==> src/rtl/core/spq_pkg.sv <==
`timescale 1ns / 1ps

package spq_pkg;

   localparam int TAG_W = 16;
   localparam int PRI_W = 2;
   localparam int OCC_W = 5;

   localparam logic [TAG_W-1:0] TAG_FIRST = 16'd1;
   localparam logic [TAG_W-1:0] TAG_LAST  = 16'hFFFF;
   localparam logic [PRI_W-1:0] PRI_NONE   = 2'd0;
   localparam logic [PRI_W-1:0] PRI_URGENT = 2'd1;

   typedef enum logic [1:0] {
      ACT_INSERT          = 2'd0,
      ACT_REMOVE          = 2'd1,
      ACT_SERVE_HEAD      = 2'd2,
      ACT_SERVE_NONURGENT = 2'd3
   } action_type;

   typedef enum logic [1:0] {
      STS_OK       = 2'd0,
      STS_FULL     = 2'd1,
      STS_NONE     = 2'd2,
      STS_NOT_FOUND = 2'd3
   } status_type;

   typedef enum logic [1:0] {
      ST_IDLE,
      ST_SCAN,
      ST_FINISH
   } state_type;

   // Commands from the controller to the datapath.
   typedef struct packed {
      logic load;
      logic step;
      logic emit;
   } cmd_type;

   // Status from the datapath to the controller.
   typedef struct packed {
      logic scan_done;
   } sts_type;

endpackage

==> src/rtl/core/spq_req_if.sv <==
`timescale 1ns / 1ps

interface spq_req_if;
   import spq_pkg::*;

   logic               valid;
   logic               ready;
   logic [1:0]         action;
   logic [PRI_W-1:0]   new_priority;
   logic [TAG_W-1:0]   target_tag;

   modport source (output valid, output action, output new_priority, output target_tag,
                   input ready);
   modport sink (input valid, input action, input new_priority, input target_tag,
                 output ready);
endinterface

==> src/rtl/core/spq_rsp_if.sv <==
`timescale 1ns / 1ps

interface spq_rsp_if;
   import spq_pkg::*;

   logic               valid;
   logic               ready;
   logic [1:0]         status;
   logic [TAG_W-1:0]   result_tag;
   logic [PRI_W-1:0]   result_priority;
   logic [OCC_W-1:0]   occupancy;

   modport source (output valid, output status, output result_tag, output result_priority,
                   output occupancy, input ready);
   modport sink (input valid, input status, input result_tag, input result_priority,
                 input occupancy, output ready);
endinterface

==> src/rtl/core/spq_ctrl.sv <==
`timescale 1ns / 1ps

module spq_ctrl
   import spq_pkg::*;
(
   input  logic    clock,
   input  logic    reset,
   input  logic    in_valid,
   output logic    in_ready,
   output logic    out_valid,
   input  logic    out_ready,
   output cmd_type cmd,
   input  sts_type sts
);

   state_type state_ff, state_in;
   logic      out_valid_ff, out_valid_in;

   always_ff @(posedge clock) begin
      if (reset) begin
         state_ff     <= ST_IDLE;
         out_valid_ff <= 1'b0;
      end else begin
         state_ff     <= state_in;
         out_valid_ff <= out_valid_in;
      end
   end

   always_comb begin
      state_in     = state_ff;
      cmd          = '0;
      in_ready     = 1'b0;
      out_valid_in = out_valid_ff && !out_ready;
      unique case (state_ff)
         ST_IDLE: begin
            in_ready = 1'b1;
            if (in_valid) begin
               cmd.load = 1'b1;
               state_in = ST_SCAN;
            end
         end
         ST_SCAN: begin
            if (sts.scan_done) begin
               state_in = ST_FINISH;
            end else begin
               cmd.step = 1'b1;
            end
         end
         ST_FINISH: begin
            // The result register may still hold the previous transaction.
            if (!out_valid_ff || out_ready) begin
               cmd.emit     = 1'b1;
               out_valid_in = 1'b1;
               state_in     = ST_IDLE;
            end
         end
         default: state_in = ST_IDLE;
      endcase
   end

   assign out_valid = out_valid_ff;

endmodule

==> src/rtl/core/spq_dpath.sv <==
`timescale 1ns / 1ps

module spq_dpath
   import spq_pkg::*;
#(
   parameter int QUEUE_DEPTH = 16
)
(
   input  logic             clock,
   input  logic             reset,
   input  cmd_type          cmd,
   output sts_type          sts,
   input  logic [1:0]       in_action,
   input  logic [PRI_W-1:0] in_priority,
   input  logic [TAG_W-1:0] in_tag,
   output logic [1:0]       out_status,
   output logic [TAG_W-1:0] out_tag,
   output logic [PRI_W-1:0] out_priority,
   output logic [OCC_W-1:0] out_occupancy
);

   localparam int IW = (QUEUE_DEPTH > 1) ? $clog2(QUEUE_DEPTH) : 1;
   localparam int CW = $clog2(QUEUE_DEPTH + 1);
   localparam logic [CW-1:0] DEPTH_C = CW'(QUEUE_DEPTH);

   // Slot chain: slot 0 is the head. Entries are packed at the front.
   logic [TAG_W-1:0] slot_tag_ff [QUEUE_DEPTH];
   logic [PRI_W-1:0] slot_pri_ff [QUEUE_DEPTH];

   logic [CW-1:0]    count_ff;
   logic [TAG_W-1:0] next_tag_ff;

   action_type       act_ff;
   logic [PRI_W-1:0] pri_ff;
   logic [TAG_W-1:0] target_ff;
   logic [CW-1:0]    total_ff;
   logic [CW-1:0]    popped_ff;
   logic             inserted_ff;
   logic             found_ff;
   logic             full_ff;
   logic [TAG_W-1:0] res_tag_ff;
   logic [PRI_W-1:0] res_pri_ff;

   logic [1:0]       status_ff;
   logic [TAG_W-1:0] rtag_ff;
   logic [PRI_W-1:0] rpri_ff;
   logic [OCC_W-1:0] occ_ff;

   logic [TAG_W-1:0] head_tag;
   logic [PRI_W-1:0] head_pri;
   logic             all_popped;
   logic             do_put;
   logic             do_drop;
   logic             hit;
   logic [CW-1:0]    count_m1;
   logic [IW-1:0]    put_idx;
   logic [IW-1:0]    tail_idx;
   status_type       status_c;
   action_type       in_act;

   assign in_act     = action_type'(in_action);
   assign head_tag   = slot_tag_ff[0];
   assign head_pri   = slot_pri_ff[0];
   assign all_popped = (popped_ff == total_ff);
   assign count_m1   = count_ff - 1'b1;
   assign put_idx    = count_ff[IW-1:0];
   assign tail_idx   = count_m1[IW-1:0];

   // Each step takes the head; it is either dropped or rotated to the tail.
   // An insert instead places the new entry at the tail, ahead of the first
   // entry with a larger priority number, so the original order is restored
   // once every entry has gone around.
   always_comb begin
      case (act_ff)
         ACT_REMOVE:          hit = (head_tag == target_ff);
         ACT_SERVE_HEAD:      hit = 1'b1;
         ACT_SERVE_NONURGENT: hit = (head_pri != PRI_URGENT);
         default:             hit = 1'b0;
      endcase
   end

   assign do_put  = (act_ff == ACT_INSERT) && !inserted_ff &&
                    (all_popped || (head_pri > pri_ff));
   assign do_drop = (act_ff != ACT_INSERT) && !found_ff && !all_popped && hit;

   assign sts.scan_done = full_ff ||
                          (all_popped && (inserted_ff || (act_ff != ACT_INSERT)));

   always_comb begin
      if (full_ff) begin
         status_c = STS_FULL;
      end else if (act_ff == ACT_INSERT || found_ff) begin
         status_c = STS_OK;
      end else if (act_ff == ACT_REMOVE) begin
         status_c = STS_NOT_FOUND;
      end else begin
         status_c = STS_NONE;
      end
   end

   always_ff @(posedge clock) begin
      if (cmd.step) begin
         if (do_put) begin
            slot_tag_ff[put_idx] <= next_tag_ff;
            slot_pri_ff[put_idx] <= pri_ff;
         end else begin
            for (int i = 0; i < QUEUE_DEPTH - 1; i++) begin
               if (do_drop || i != int'(tail_idx)) begin
                  slot_tag_ff[i] <= slot_tag_ff[i+1];
                  slot_pri_ff[i] <= slot_pri_ff[i+1];
               end
            end
            if (!do_drop) begin
               slot_tag_ff[tail_idx] <= head_tag;
               slot_pri_ff[tail_idx] <= head_pri;
            end
         end
      end
   end

   always_ff @(posedge clock) begin
      if (reset) begin
         count_ff    <= '0;
         next_tag_ff <= TAG_FIRST;
         inserted_ff <= 1'b0;
         found_ff    <= 1'b0;
         full_ff     <= 1'b0;
         popped_ff   <= '0;
         total_ff    <= '0;
         act_ff      <= ACT_INSERT;
      end else if (cmd.load) begin
         act_ff      <= in_act;
         total_ff    <= count_ff;
         popped_ff   <= '0;
         inserted_ff <= 1'b0;
         found_ff    <= 1'b0;
         full_ff     <= (in_act == ACT_INSERT) && (count_ff == DEPTH_C);
      end else if (cmd.step) begin
         if (do_put) begin
            count_ff    <= count_ff + 1'b1;
            inserted_ff <= 1'b1;
            next_tag_ff <= (next_tag_ff == TAG_LAST) ? TAG_FIRST : next_tag_ff + 1'b1;
         end else begin
            popped_ff <= popped_ff + 1'b1;
            if (do_drop) begin
               count_ff <= count_m1;
               found_ff <= 1'b1;
            end
         end
      end
   end

   always_ff @(posedge clock) begin
      if (cmd.load) begin
         pri_ff     <= (in_priority == PRI_NONE) ? PRI_URGENT : in_priority;
         target_ff  <= in_tag;
         res_tag_ff <= '0;
         res_pri_ff <= PRI_NONE;
      end else if (cmd.step) begin
         if (do_put) begin
            res_tag_ff <= next_tag_ff;
            res_pri_ff <= pri_ff;
         end else if (do_drop) begin
            res_tag_ff <= head_tag;
            res_pri_ff <= head_pri;
         end
      end
   end

   always_ff @(posedge clock) begin
      if (cmd.emit) begin
         status_ff <= status_c;
         rtag_ff   <= res_tag_ff;
         rpri_ff   <= res_pri_ff;
         occ_ff    <= OCC_W'(count_ff);
      end
   end

   assign out_status    = status_ff;
   assign out_tag       = rtag_ff;
   assign out_priority  = rpri_ff;
   assign out_occupancy = occ_ff;

endmodule

==> src/rtl/core/stable_priority_queue_with_removal_core.sv <==
`timescale 1ns / 1ps

// Stable priority queue of up to QUEUE_DEPTH entries, ordered by priority
// (1 most urgent) and first in, first out within a priority. Every request
// transaction gives exactly one response transaction. The entries sit in a
// chain of slots that is walked by rotating it one entry per cycle past the
// head, so the time from one acceptance to the next grows with the occupancy
// at the start; an insert into a full queue skips the walk. A new request is
// taken while the previous response still waits in the output register.

module stable_priority_queue_with_removal_core
   import spq_pkg::*;
#(
   parameter int QUEUE_DEPTH = 16
)
(
   input  logic      clock,
   input  logic      reset,
   spq_req_if.sink   req,
   spq_rsp_if.source rsp
);

   cmd_type cmd;
   sts_type sts;

   spq_ctrl u_ctrl (
      .clock     (clock),
      .reset     (reset),
      .in_valid  (req.valid),
      .in_ready  (req.ready),
      .out_valid (rsp.valid),
      .out_ready (rsp.ready),
      .cmd       (cmd),
      .sts       (sts)
   );

   spq_dpath #(
      .QUEUE_DEPTH (QUEUE_DEPTH)
   ) u_dpath (
      .clock         (clock),
      .reset         (reset),
      .cmd           (cmd),
      .sts           (sts),
      .in_action     (req.action),
      .in_priority   (req.new_priority),
      .in_tag        (req.target_tag),
      .out_status    (rsp.status),
      .out_tag       (rsp.result_tag),
      .out_priority  (rsp.result_priority),
      .out_occupancy (rsp.occupancy)
   );

endmodule
==> src/flat_wrapper.sv <==
// flat-port wrapper written by rule: the top's interface ports become plain ports
module stable_priority_queue_with_removal_core_flat import spq_pkg::*;
#(
   parameter int QUEUE_DEPTH = 16
)
  (clock, reset, req_valid, req_action, req_new_priority, req_target_tag, req_ready, rsp_valid, rsp_status, rsp_result_tag, rsp_result_priority, rsp_occupancy, rsp_ready);
  spq_req_if req_i ();
  spq_rsp_if rsp_i ();
  input  logic clock;
  input  logic reset;
  input wire logic [$bits(req_i.valid)-1:0] req_valid;
  input wire logic [$bits(req_i.action)-1:0] req_action;
  input wire logic [$bits(req_i.new_priority)-1:0] req_new_priority;
  input wire logic [$bits(req_i.target_tag)-1:0] req_target_tag;
  output wire logic [$bits(req_i.ready)-1:0] req_ready;
  output wire logic [$bits(rsp_i.valid)-1:0] rsp_valid;
  output wire logic [$bits(rsp_i.status)-1:0] rsp_status;
  output wire logic [$bits(rsp_i.result_tag)-1:0] rsp_result_tag;
  output wire logic [$bits(rsp_i.result_priority)-1:0] rsp_result_priority;
  output wire logic [$bits(rsp_i.occupancy)-1:0] rsp_occupancy;
  input wire logic [$bits(rsp_i.ready)-1:0] rsp_ready;
  assign req_i.valid = req_valid;
  assign req_i.action = req_action;
  assign req_i.new_priority = req_new_priority;
  assign req_i.target_tag = req_target_tag;
  assign req_ready = req_i.ready;
  assign rsp_valid = rsp_i.valid;
  assign rsp_status = rsp_i.status;
  assign rsp_result_tag = rsp_i.result_tag;
  assign rsp_result_priority = rsp_i.result_priority;
  assign rsp_occupancy = rsp_i.occupancy;
  assign rsp_i.ready = rsp_ready;
  stable_priority_queue_with_removal_core #(.QUEUE_DEPTH(QUEUE_DEPTH)) u_core (.clock(clock), .reset(reset), .req(req_i), .rsp(rsp_i));
endmodule
==> config.mk <==
export PLATFORM = sky130hd
export DESIGN_NAME = stable_priority_queue_with_removal_core_flat
export DESIGN_NICKNAME = d
export VERILOG_FILES = /design/src/rtl/core/spq_pkg.sv /design/src/rtl/core/spq_req_if.sv /design/src/rtl/core/spq_rsp_if.sv /design/src/rtl/core/spq_ctrl.sv /design/src/rtl/core/spq_dpath.sv /design/src/rtl/core/stable_priority_queue_with_removal_core.sv /design/src/flat_wrapper.sv
export SDC_FILE = /design/constraint.sdc
export NUM_CORES = 1
export LEC_CHECK = 0
export ABC_AREA = 1
export BUFFER_PORTS_ARGS = -buffer_cell sky130_fd_sc_hd__buf_2
export CORE_MARGIN = 2
export CORE_UTILIZATION = 55
export CTS_BUF_LIST = sky130_fd_sc_hd__clkbuf_4 sky130_fd_sc_hd__clkbuf_8 sky130_fd_sc_hd__clkbuf_16
export CTS_CLUSTER_DIAMETER = 50
export DETAILED_ROUTE_END_ITERATION = 8
export PLACE_DENSITY = 0.72
export SKIP_CTS_REPAIR_TIMING = 1
export SYNTH_ARGS = -nofsm -noshare
export SYNTH_HDL_FRONTEND = slang
export SYNTH_SLANG_ARGS = --single-unit
==> constraint.sdc <==
create_clock -name clock -period 5.05 [get_ports clock]
set_input_delay 0.7575 -clock clock [delete_from_list [all_inputs] [get_ports clock]]
set_output_delay 0.7575 -clock clock [all_outputs]
set_load 0.01 [all_outputs]
==> results.sh, run 1 <==
export IMPL_outcome="complete, no violations"
export IMPL_path_delay_family="simple AND/OR/NAND/NOR gates"
export IMPL_rsz0062_at_grt="no"
export IMPL_clockBufferDepth=3
export IMPL_netlist_area_sq_um=17870
export IMPL_final_hold_violation_count=0
export IMPL_r2r_slack_ns=1.21
export IMPL_setup_viol=0
export IMPL_clk_pin_slew_ns=0.06
export IMPL_ant_nets=0
export IMPL_slew_headroom_pct=22.67
export IMPL_num_vias=12970
export IMPL_die_y_microns=184.3
export IMPL_r2r_end="u_core.u_dpath.slot_tag_ff[14][1]$_DFFE_PP_"
export IMPL_nets=1867
export IMPL_worst_r2r_path_depth=10
export IMPL_cts_sinks=388
export IMPL_start_util_pct=55.35
export IMPL_slowest_stage="nand2_1"
export IMPL_post_route_cell_area_sq_um=19540
export IMPL_final_layout_size_suffix_gt1_share_pct=10.99
export IMPL_worstMarginPinSlew_ns=1.159
export IMPL_r2r_start="u_core.u_dpath.pri_ff[1]$_SDFFCE_PN0P_"
export IMPL_async_reset_ff_share_pct=0
export IMPL_place_hpwl_microns=27650
export IMPL_core_area_sq_um=32290
export IMPL_cp_data_arrival_time_ns=4.01
export IMPL_portBuffers=50
export IMPL_ys_types=43
export IMPL_die_area_sq_um=33950
export IMPL_antenna_found_initial=0
export IMPL_wl_per_cell_microns=18.85
export IMPL_gr_total_overflow=0
export IMPL_crit_fanout=114
export IMPL_synthCells=1830
export IMPL_power_density_nw_per_um2=463.1
export IMPL_critical_path_cell_chain="inv_1 > ha_1 > inv_1 > nor2_1 > o21ai_0 > o211ai_2 > inv_8 > buf_12 > nand2_2 > nand2_1"
export IMPL_fp_dieW_microns=184.3
export IMPL_io_pin_count=51
export IMPL_grt_pass1_vias=12300
export IMPL_min_period_ns=3.843
export IMPL_n_antenna_cell=0
export IMPL_root_buffer="clkbuf_16"
export IMPL_drtPass1Iterations=6
export IMPL_synth_warnings=0
export IMPL_track_usage_pct=26.37
export IMPL_routed_wl_microns=43510
export IMPL_final_util_pct=60.52
export IMPL_numCtsBuffers=42
export IMPL_synth_nets=1864
export IMPL_fmax_ghz=0.2602
export IMPL_gp_congestion=0.9327
export IMPL_ys_ff_latch=388
export IMPL_cap_violations=0
export IMPL_p_leak_uw=0.007982
export IMPL_hold_end="u_core.u_dpath.target_ff[12]$_DFFE_PP_"
export IMPL_place_inst=2231
export IMPL_worstSetupEndpointType="flip-flop"
export IMPL_ys_flop_type="edfxtp_1"
export IMPL_tritoncts="built"
export IMPL_synth_edf_count=331
export IMPL_avgSynthCellArea_sq_um=9.766
export IMPL_path_common_cell="inv_1"
export IMPL_ys_seq_area_share_pct=62.00
export IMPL_rows=66
export IMPL_drtIter0Drc=1374
export IMPL_area_growth_synth_to_final_pct=9.339
export IMPL_finalClockSkew_ns=0.01650
export IMPL_placed_cell_area_sq_um=18150
export IMPL_finalSetupTns_ns=0
export IMPL_clk_latency_ns=0.56
export IMPL_path_class="reg -> reg"
export IMPL_worst_path_buf_inv=4
export IMPL_cp_slowest_stage_delay_ns=0.74
export IMPL_start_kind="flip-flop"
export IMPL_worstPathRequired_ns=5.22
export IMPL_ir_drop_mv=0.3394
export IMPL_drc=0
export IMPL_htree_levels=2
export IMPL_worst_hold_path_num_cells=1
export IMPL_final_cells=2308
export IMPL_timing_final_crit_share_pct=76.11
export IMPL_routed_via_density=5.620
export IMPL_grt_pass1_wl_microns=68140
export IMPL_hold_path_class="in -> reg"
export IMPL_grt_max_degree=115
export IMPL_hp_start="req_target_tag[12]"
export IMPL_drv_slew=0
export IMPL_total_power_uw=9050
-- metal layers --
layer / vias to the layer above / GRT usage (%) / share of wire [%]
li1: 6198 / - / -
met1: 6120 / 34.55 / 40
met2: 540 / 42.97 / 47
met3: 112 / 4.031 / 7.5
met4: 0 / 13.41 / 5.1
met5: - / 0 / 0
-- layout make-up --
| class | count | area (sq um) |
|---|---|---|
| Fill cell | 2622 | 12750 |
| Sequential cell | 388 | 11080 |
| Multi-Input combinational cell | 1275 | 5911 |
| Clock buffer | 50 | 1141 |
| Tap cell | 442 | 553.0 |
| Timing Repair Buffer | 60 | 350.3 |
| Inverter | 66 | 255.2 |
| Clock inverter | 27 | 250.2 |
-- sequential cells by signal (all words and copies together) (netlist names) --
signal / count
u_core.u_dpath.slot_pri_ff: 32
u_core.u_ctrl.out_valid: 1
u_core.u_dpath.out_tag: 16
u_core.u_dpath.total_ff: 5
u_core.u_dpath.res_pri_ff: 2
u_core.u_dpath.next_tag_ff: 16
u_core.u_dpath.out_occupancy: 5
u_core.u_dpath.pri_ff: 2
u_core.u_ctrl.state_ff: 2
u_core.u_dpath.res_tag_ff: 16
u_core.u_dpath.inserted_ff: 1
u_core.u_dpath.out_priority: 2
u_core.u_dpath.found_ff: 1
u_core.u_dpath.out_status: 2
u_core.u_dpath.target_ff: 16
u_core.u_dpath.act_ff: 2
u_core.u_dpath.count_ff: 5
u_core.u_dpath.slot_tag_ff: 256
u_core.u_dpath.full_ff: 1
u_core.u_dpath.popped_ff: 5
-- synthesized netlist by cell type, types with 12 or more instances --
library cell	n	area (sq um)
edfxtp_1	331	9940
nand3_1	294	1471
nand2_2	16	100.1
inv_1	57	214.0
a21oi_1	29	145.1
nand3_2	17	170.2
nand2_1	680	2552
nor2_1	94	352.8
a21oi_4	12	195.2
buf_4	29	217.7
o21ai_0	60	300.3
dfxtp_1	57	1141
buf_2	54	270.3
-- worst register-to-register path, cell delays in order (launching register included) --
cell and delay, ns:
edfxtp_1 0.37, inv_1 0.14, ha_1 0.26, inv_1 0.06
nor2_1 0.03, o21ai_0 0.27, o211ai_2 0.27, inv_8 0.45
buf_12 0.46, nand2_2 0.41, nand2_1 0.74
-- per-stage QoR --
step / hold WS (ns) / worst slack, ns
finish: 0.3868 / 1.207
global route: 0.3781 / 0.8657
CTS: 0.3721 / 1.244
detailed placement: 0.4117 / 1.280
global placement: 0.4113 / 1.328
floorplan: 0.4029 / 2.255
-- where the power goes --
part | leakage (uW) | internal (uW) | switching, uW | total (uW)
sequential | 0.00354 | 4070 | 172 | 4240
combinational | 0.00375 | 421 | 1300 | 1720
clock | 0.000692 | 1830 | 1270 | 3090
-- how the worst max path moves through the flow --
stage / start / to / slack (ns) / cells after the start
6_report: u_core.u_dpath.pri_ff[1]$_SDFFCE_PN0P_ / u_core.u_dpath.slot_tag_ff[14][1]$_DFFE_PP_ / 1.21 / 10
5_1_grt: u_core.u_dpath.pri_ff[1]$_SDFFCE_PN0P_ / u_core.u_dpath.slot_tag_ff[11][9]$_DFFE_PP_ / 0.87 / 13
4_1_cts: u_core.u_dpath.pri_ff[1]$_SDFFCE_PN0P_ / u_core.u_dpath.slot_tag_ff[14][14]$_DFFE_PP_ / 1.24 / 10
3_5_place_dp: u_core.u_dpath.pri_ff[1]$_SDFFCE_PN0P_ / u_core.u_dpath.slot_tag_ff[14][14]$_DFFE_PP_ / 1.28 / 10
3_3_place_gp: u_core.u_dpath.pri_ff[1]$_SDFFCE_PN0P_ / u_core.u_dpath.slot_tag_ff[14][14]$_DFFE_PP_ / 1.33 / 10
2_1_floorplan: u_core.u_dpath.pri_ff[1]$_SDFFCE_PN0P_ / u_core.u_dpath.slot_pri_ff[15][0]$_DFFE_PP_ / 2.25 / 13
-- cells by family (layout without fill, tap and decap cells) --
logic type / count (synthesis) / count (layout) / share of synthesized area, %
flops: 388 / 388 / 62.00
simple gates: 1126 / 1126 / 26.89
xor+xnor: 21 / 21 / 1.113
buf+inv: 167 / 203 / 4.943
fa+ha+maj: 10 / 10 / 0.7001
compound gates: 118 / 118 / 4.355
-- layout by cell type, fill, tap and decap left out, types with 3 or more instances in the layout --
cell type / Yosys / routed
inv_1: 57 / 57
a21oi_4: 12 / 12
bufinv_16: 0 / 4
xnor2_1: 10 / 10
nand2_2: 16 / 16
nand3_1: 294 / 294
edfxtp_1: 331 / 331
ha_1: 10 / 10
nor2_1: 94 / 93
clkinvlp_4: 0 / 3
dfxtp_1: 57 / 57
nor3_1: 10 / 10
o21ai_0: 60 / 60
xor2_1: 9 / 9
o21ai_2: 7 / 7
a21oi_1: 29 / 29
clkbuf_16: 0 / 43
nand3_2: 17 / 17
nand2_1: 680 / 680
buf_4: 29 / 8
clkinv_1: 0 / 6
clkinv_2: 0 / 10
inv_2: 9 / 8
clkbuf_4: 0 / 5
nand4_1: 3 / 3
nor2_2: 4 / 5
buf_2: 54 / 50
No activity file was read; power rests on OpenSTA's default activity.
==> inputs of run 2 (changes only) <==
- PLACE_DENSITY: 0.72 -> 0.75
- clock period: 5.05 -> 3.13 ns (I/O delays scaled with it)
==> run 2 against run 1 <==
Hold slack worse by 0.28 ns. Setup slack worse by 1.1 ns. Register-to-register slack worse by 1.1 ns. Via count up 2.4%. Cell count up 2.5%.
==> results.sh, run 2 (synthesis results as in run 1) <==
export IMPL_outcome="complete, no violations"
export IMPL_clk_latency_ns=0.53
export IMPL_track_usage_pct=26.36
export IMPL_drc=0
export IMPL_ir_drop_mv=0.5265
export IMPL_fmax_ghz=0.3323
export IMPL_worstMarginPinSlew_ns=1.120
export IMPL_worstSetupEndpointType="flip-flop"
export IMPL_worst_r2r_path_depth=11
export IMPL_grt_pass1_vias=12450
export IMPL_regMostFlops="u_core.u_dpath.slot_tag_ff"
export IMPL_portBuffers=50
export IMPL_fillCellCount=2507
export IMPL_final_layout_size_suffix_gt1_share_pct=13.77
export IMPL_gr_total_overflow=0
export IMPL_drtPass1Iterations=7
export IMPL_ant_nets=0
export IMPL_nets=1926
export IMPL_root_buffer="clkbuf_16"
export IMPL_rows=66
export IMPL_worstPathRequired_ns=3.50
export IMPL_final_common_cell="nand2_1"
export IMPL_wl_per_cell_microns=18.76
export IMPL_n_antenna_cell=0
export IMPL_area_growth_synth_to_final_pct=12.73
export IMPL_start_kind="flip-flop"
export IMPL_grt_max_degree=153
export IMPL_hp_start="req_target_tag[11]"
export IMPL_routed_via_density=5.616
export IMPL_start_util_pct=55.35
export IMPL_r2r_end="u_core.u_dpath.slot_tag_ff[5][15]$_DFFE_PP_"
export IMPL_core_area_sq_um=32290
export IMPL_rsz0062_at_grt="no"
export IMPL_cap_violations=0
export IMPL_cts_sinks=388
export IMPL_p_leak_uw=0.008303
export IMPL_r2r_slack_ns=0.12
export IMPL_antenna_found_initial=0
export IMPL_finalClockSkew_ns=0.01178
export IMPL_grt_pass1_wl_microns=68430
export IMPL_r2r_start="u_core.u_dpath.slot_pri_ff[0][1]$_DFFE_PP_"
export IMPL_num_vias=13290
export IMPL_finalSetupTns_ns=0
export IMPL_largest_reg_flops=256
export IMPL_cp_endpoint="u_core.u_dpath.slot_tag_ff[5][15]$_DFFE_PP_"
export IMPL_final_util_pct=62.40
export IMPL_numCtsBuffers=42
export IMPL_clockBufferDepth=3
export IMPL_gp_congestion=0.9589
export IMPL_min_period_ns=3.009
export IMPL_tritoncts="built"
export IMPL_crit_fanout=27
export IMPL_reg_top3="u_core.u_dpath.slot_tag_ff x256, u_core.u_dpath.slot_pri_ff x32"
export IMPL_clk_pin_slew_ns=0.06
export IMPL_place_hpwl_microns=28270
export IMPL_drv_slew=0
export IMPL_die_y_microns=184.3
export IMPL_htree_levels=2
export IMPL_total_power_uw=14910
export IMPL_setup_viol=0
export IMPL_power_density_nw_per_um2=740.0
export IMPL_path_class="reg -> reg"
export IMPL_crit_path_start="u_core.u_dpath.slot_pri_ff[0][1]$_DFFE_PP_"
export IMPL_io_pin_count=51
export IMPL_hold_path_class="in -> reg"
export IMPL_drtIter0Drc=1228
export IMPL_routed_wl_microns=44390
export IMPL_final_hold_violation_count=0
export IMPL_final_cells=2366
export IMPL_timing_final_crit_share_pct=96.15
export IMPL_final_cell_mix="nand2_1 (680), edfxtp_1 (331), nand3_1 (294)"
export IMPL_die_area_sq_um=33950
export IMPL_cp_data_arrival_time_ns=3.38
export IMPL_slew_headroom_pct=25.36
export IMPL_place_inst=2289
export IMPL_fp_dieW_microns=184.3
==> run 2: cell types whose count changed in the layout (fill, tap and decap cells not counted), moves of 2 or more <==
cell / previous run / this run
nor2_2: 5 / 7
clkbuf_16: 43 / 47
clkinv_2: 10 / 5
nor2_1: 93 / 91
buf_4: 8 / 59
clkbuf_4: 5 / 7
buf_12: 2 / 10
==> run 2: power breakdown <==
group | total (uW) | internal, uW | switching, uW | leakage [uW]
Sequential | 6820 | 6540 | 275 | 0.00354
Clock | 5100 | 3060 | 2040 | 0.000714
Combinational | 2980 | 868 | 2120 | 0.00405
==> run 2: worst min-delay path by stage <==
stage,endpoint,depth (start not counted)
floorplan,u_core.u_dpath.out_occupancy[2]$_DFFE_PP_,0
finish,u_core.u_dpath.target_ff[11]$_DFFE_PP_,1
global route,u_core.u_dpath.target_ff[5]$_DFFE_PP_,1
global placement,u_core.u_dpath.out_tag[4]$_DFFE_PP_,0
CTS,u_core.u_dpath.target_ff[11]$_DFFE_PP_,1
detailed placement,u_core.u_dpath.out_tag[4]$_DFFE_PP_,0
==> run 2: final cells by class <==
type                    count  area [sq um]  share of cell area (%)
flip-flops and latches    388         11080                   55.00
multi-input cells        1275          5923                   29.40
clock buffers              55          1242                   6.167
repair buffers            119         893.4                   4.434
well taps                 442         553.0                   2.745
inverters                  66         255.2                   1.267
clock inverters            21         198.9                  0.9875
==> run 2: routing by layer <==
layer | part of all wire [%] | vias up | global-route usage (%)
met1 | 40 | 6260 | 33.94
met2 | 48 | 605 | 43.17
met3 | 8.3 | 111 | 4.841
met5 | 0 | - | 0
li1 | - | 6311 | -
met4 | 4.6 | 0 | 12.99
==> run 2: worst max-delay path, stage by stage, from the launching register on <==
cell      delay, ns
edfxtp_1       0.43
ha_1           0.32
inv_1          0.05
nor2_1         0.09
o21ai_1        0.10
o211ai_2       0.30
inv_8          0.08
nand2_4        0.31
nor2_1         0.13
a21oi_4        0.71
nand2_1        0.14
nand2_1        0.18
==> run 2: metrics by stage <==
step	instance area [sq um]	setup slack, ns	hold WS, ns
6_report	20150	0.1206	0.1112
5_1_grt	20150	0.002359	0.09651
4_1_cts	20110	0.07294	0.09387
3_5_place_dp	18670	0.09066	0.4096
3_3_place_gp	18670	0.2145	0.4122
2_1_floorplan	17870	0.3348	0.4029
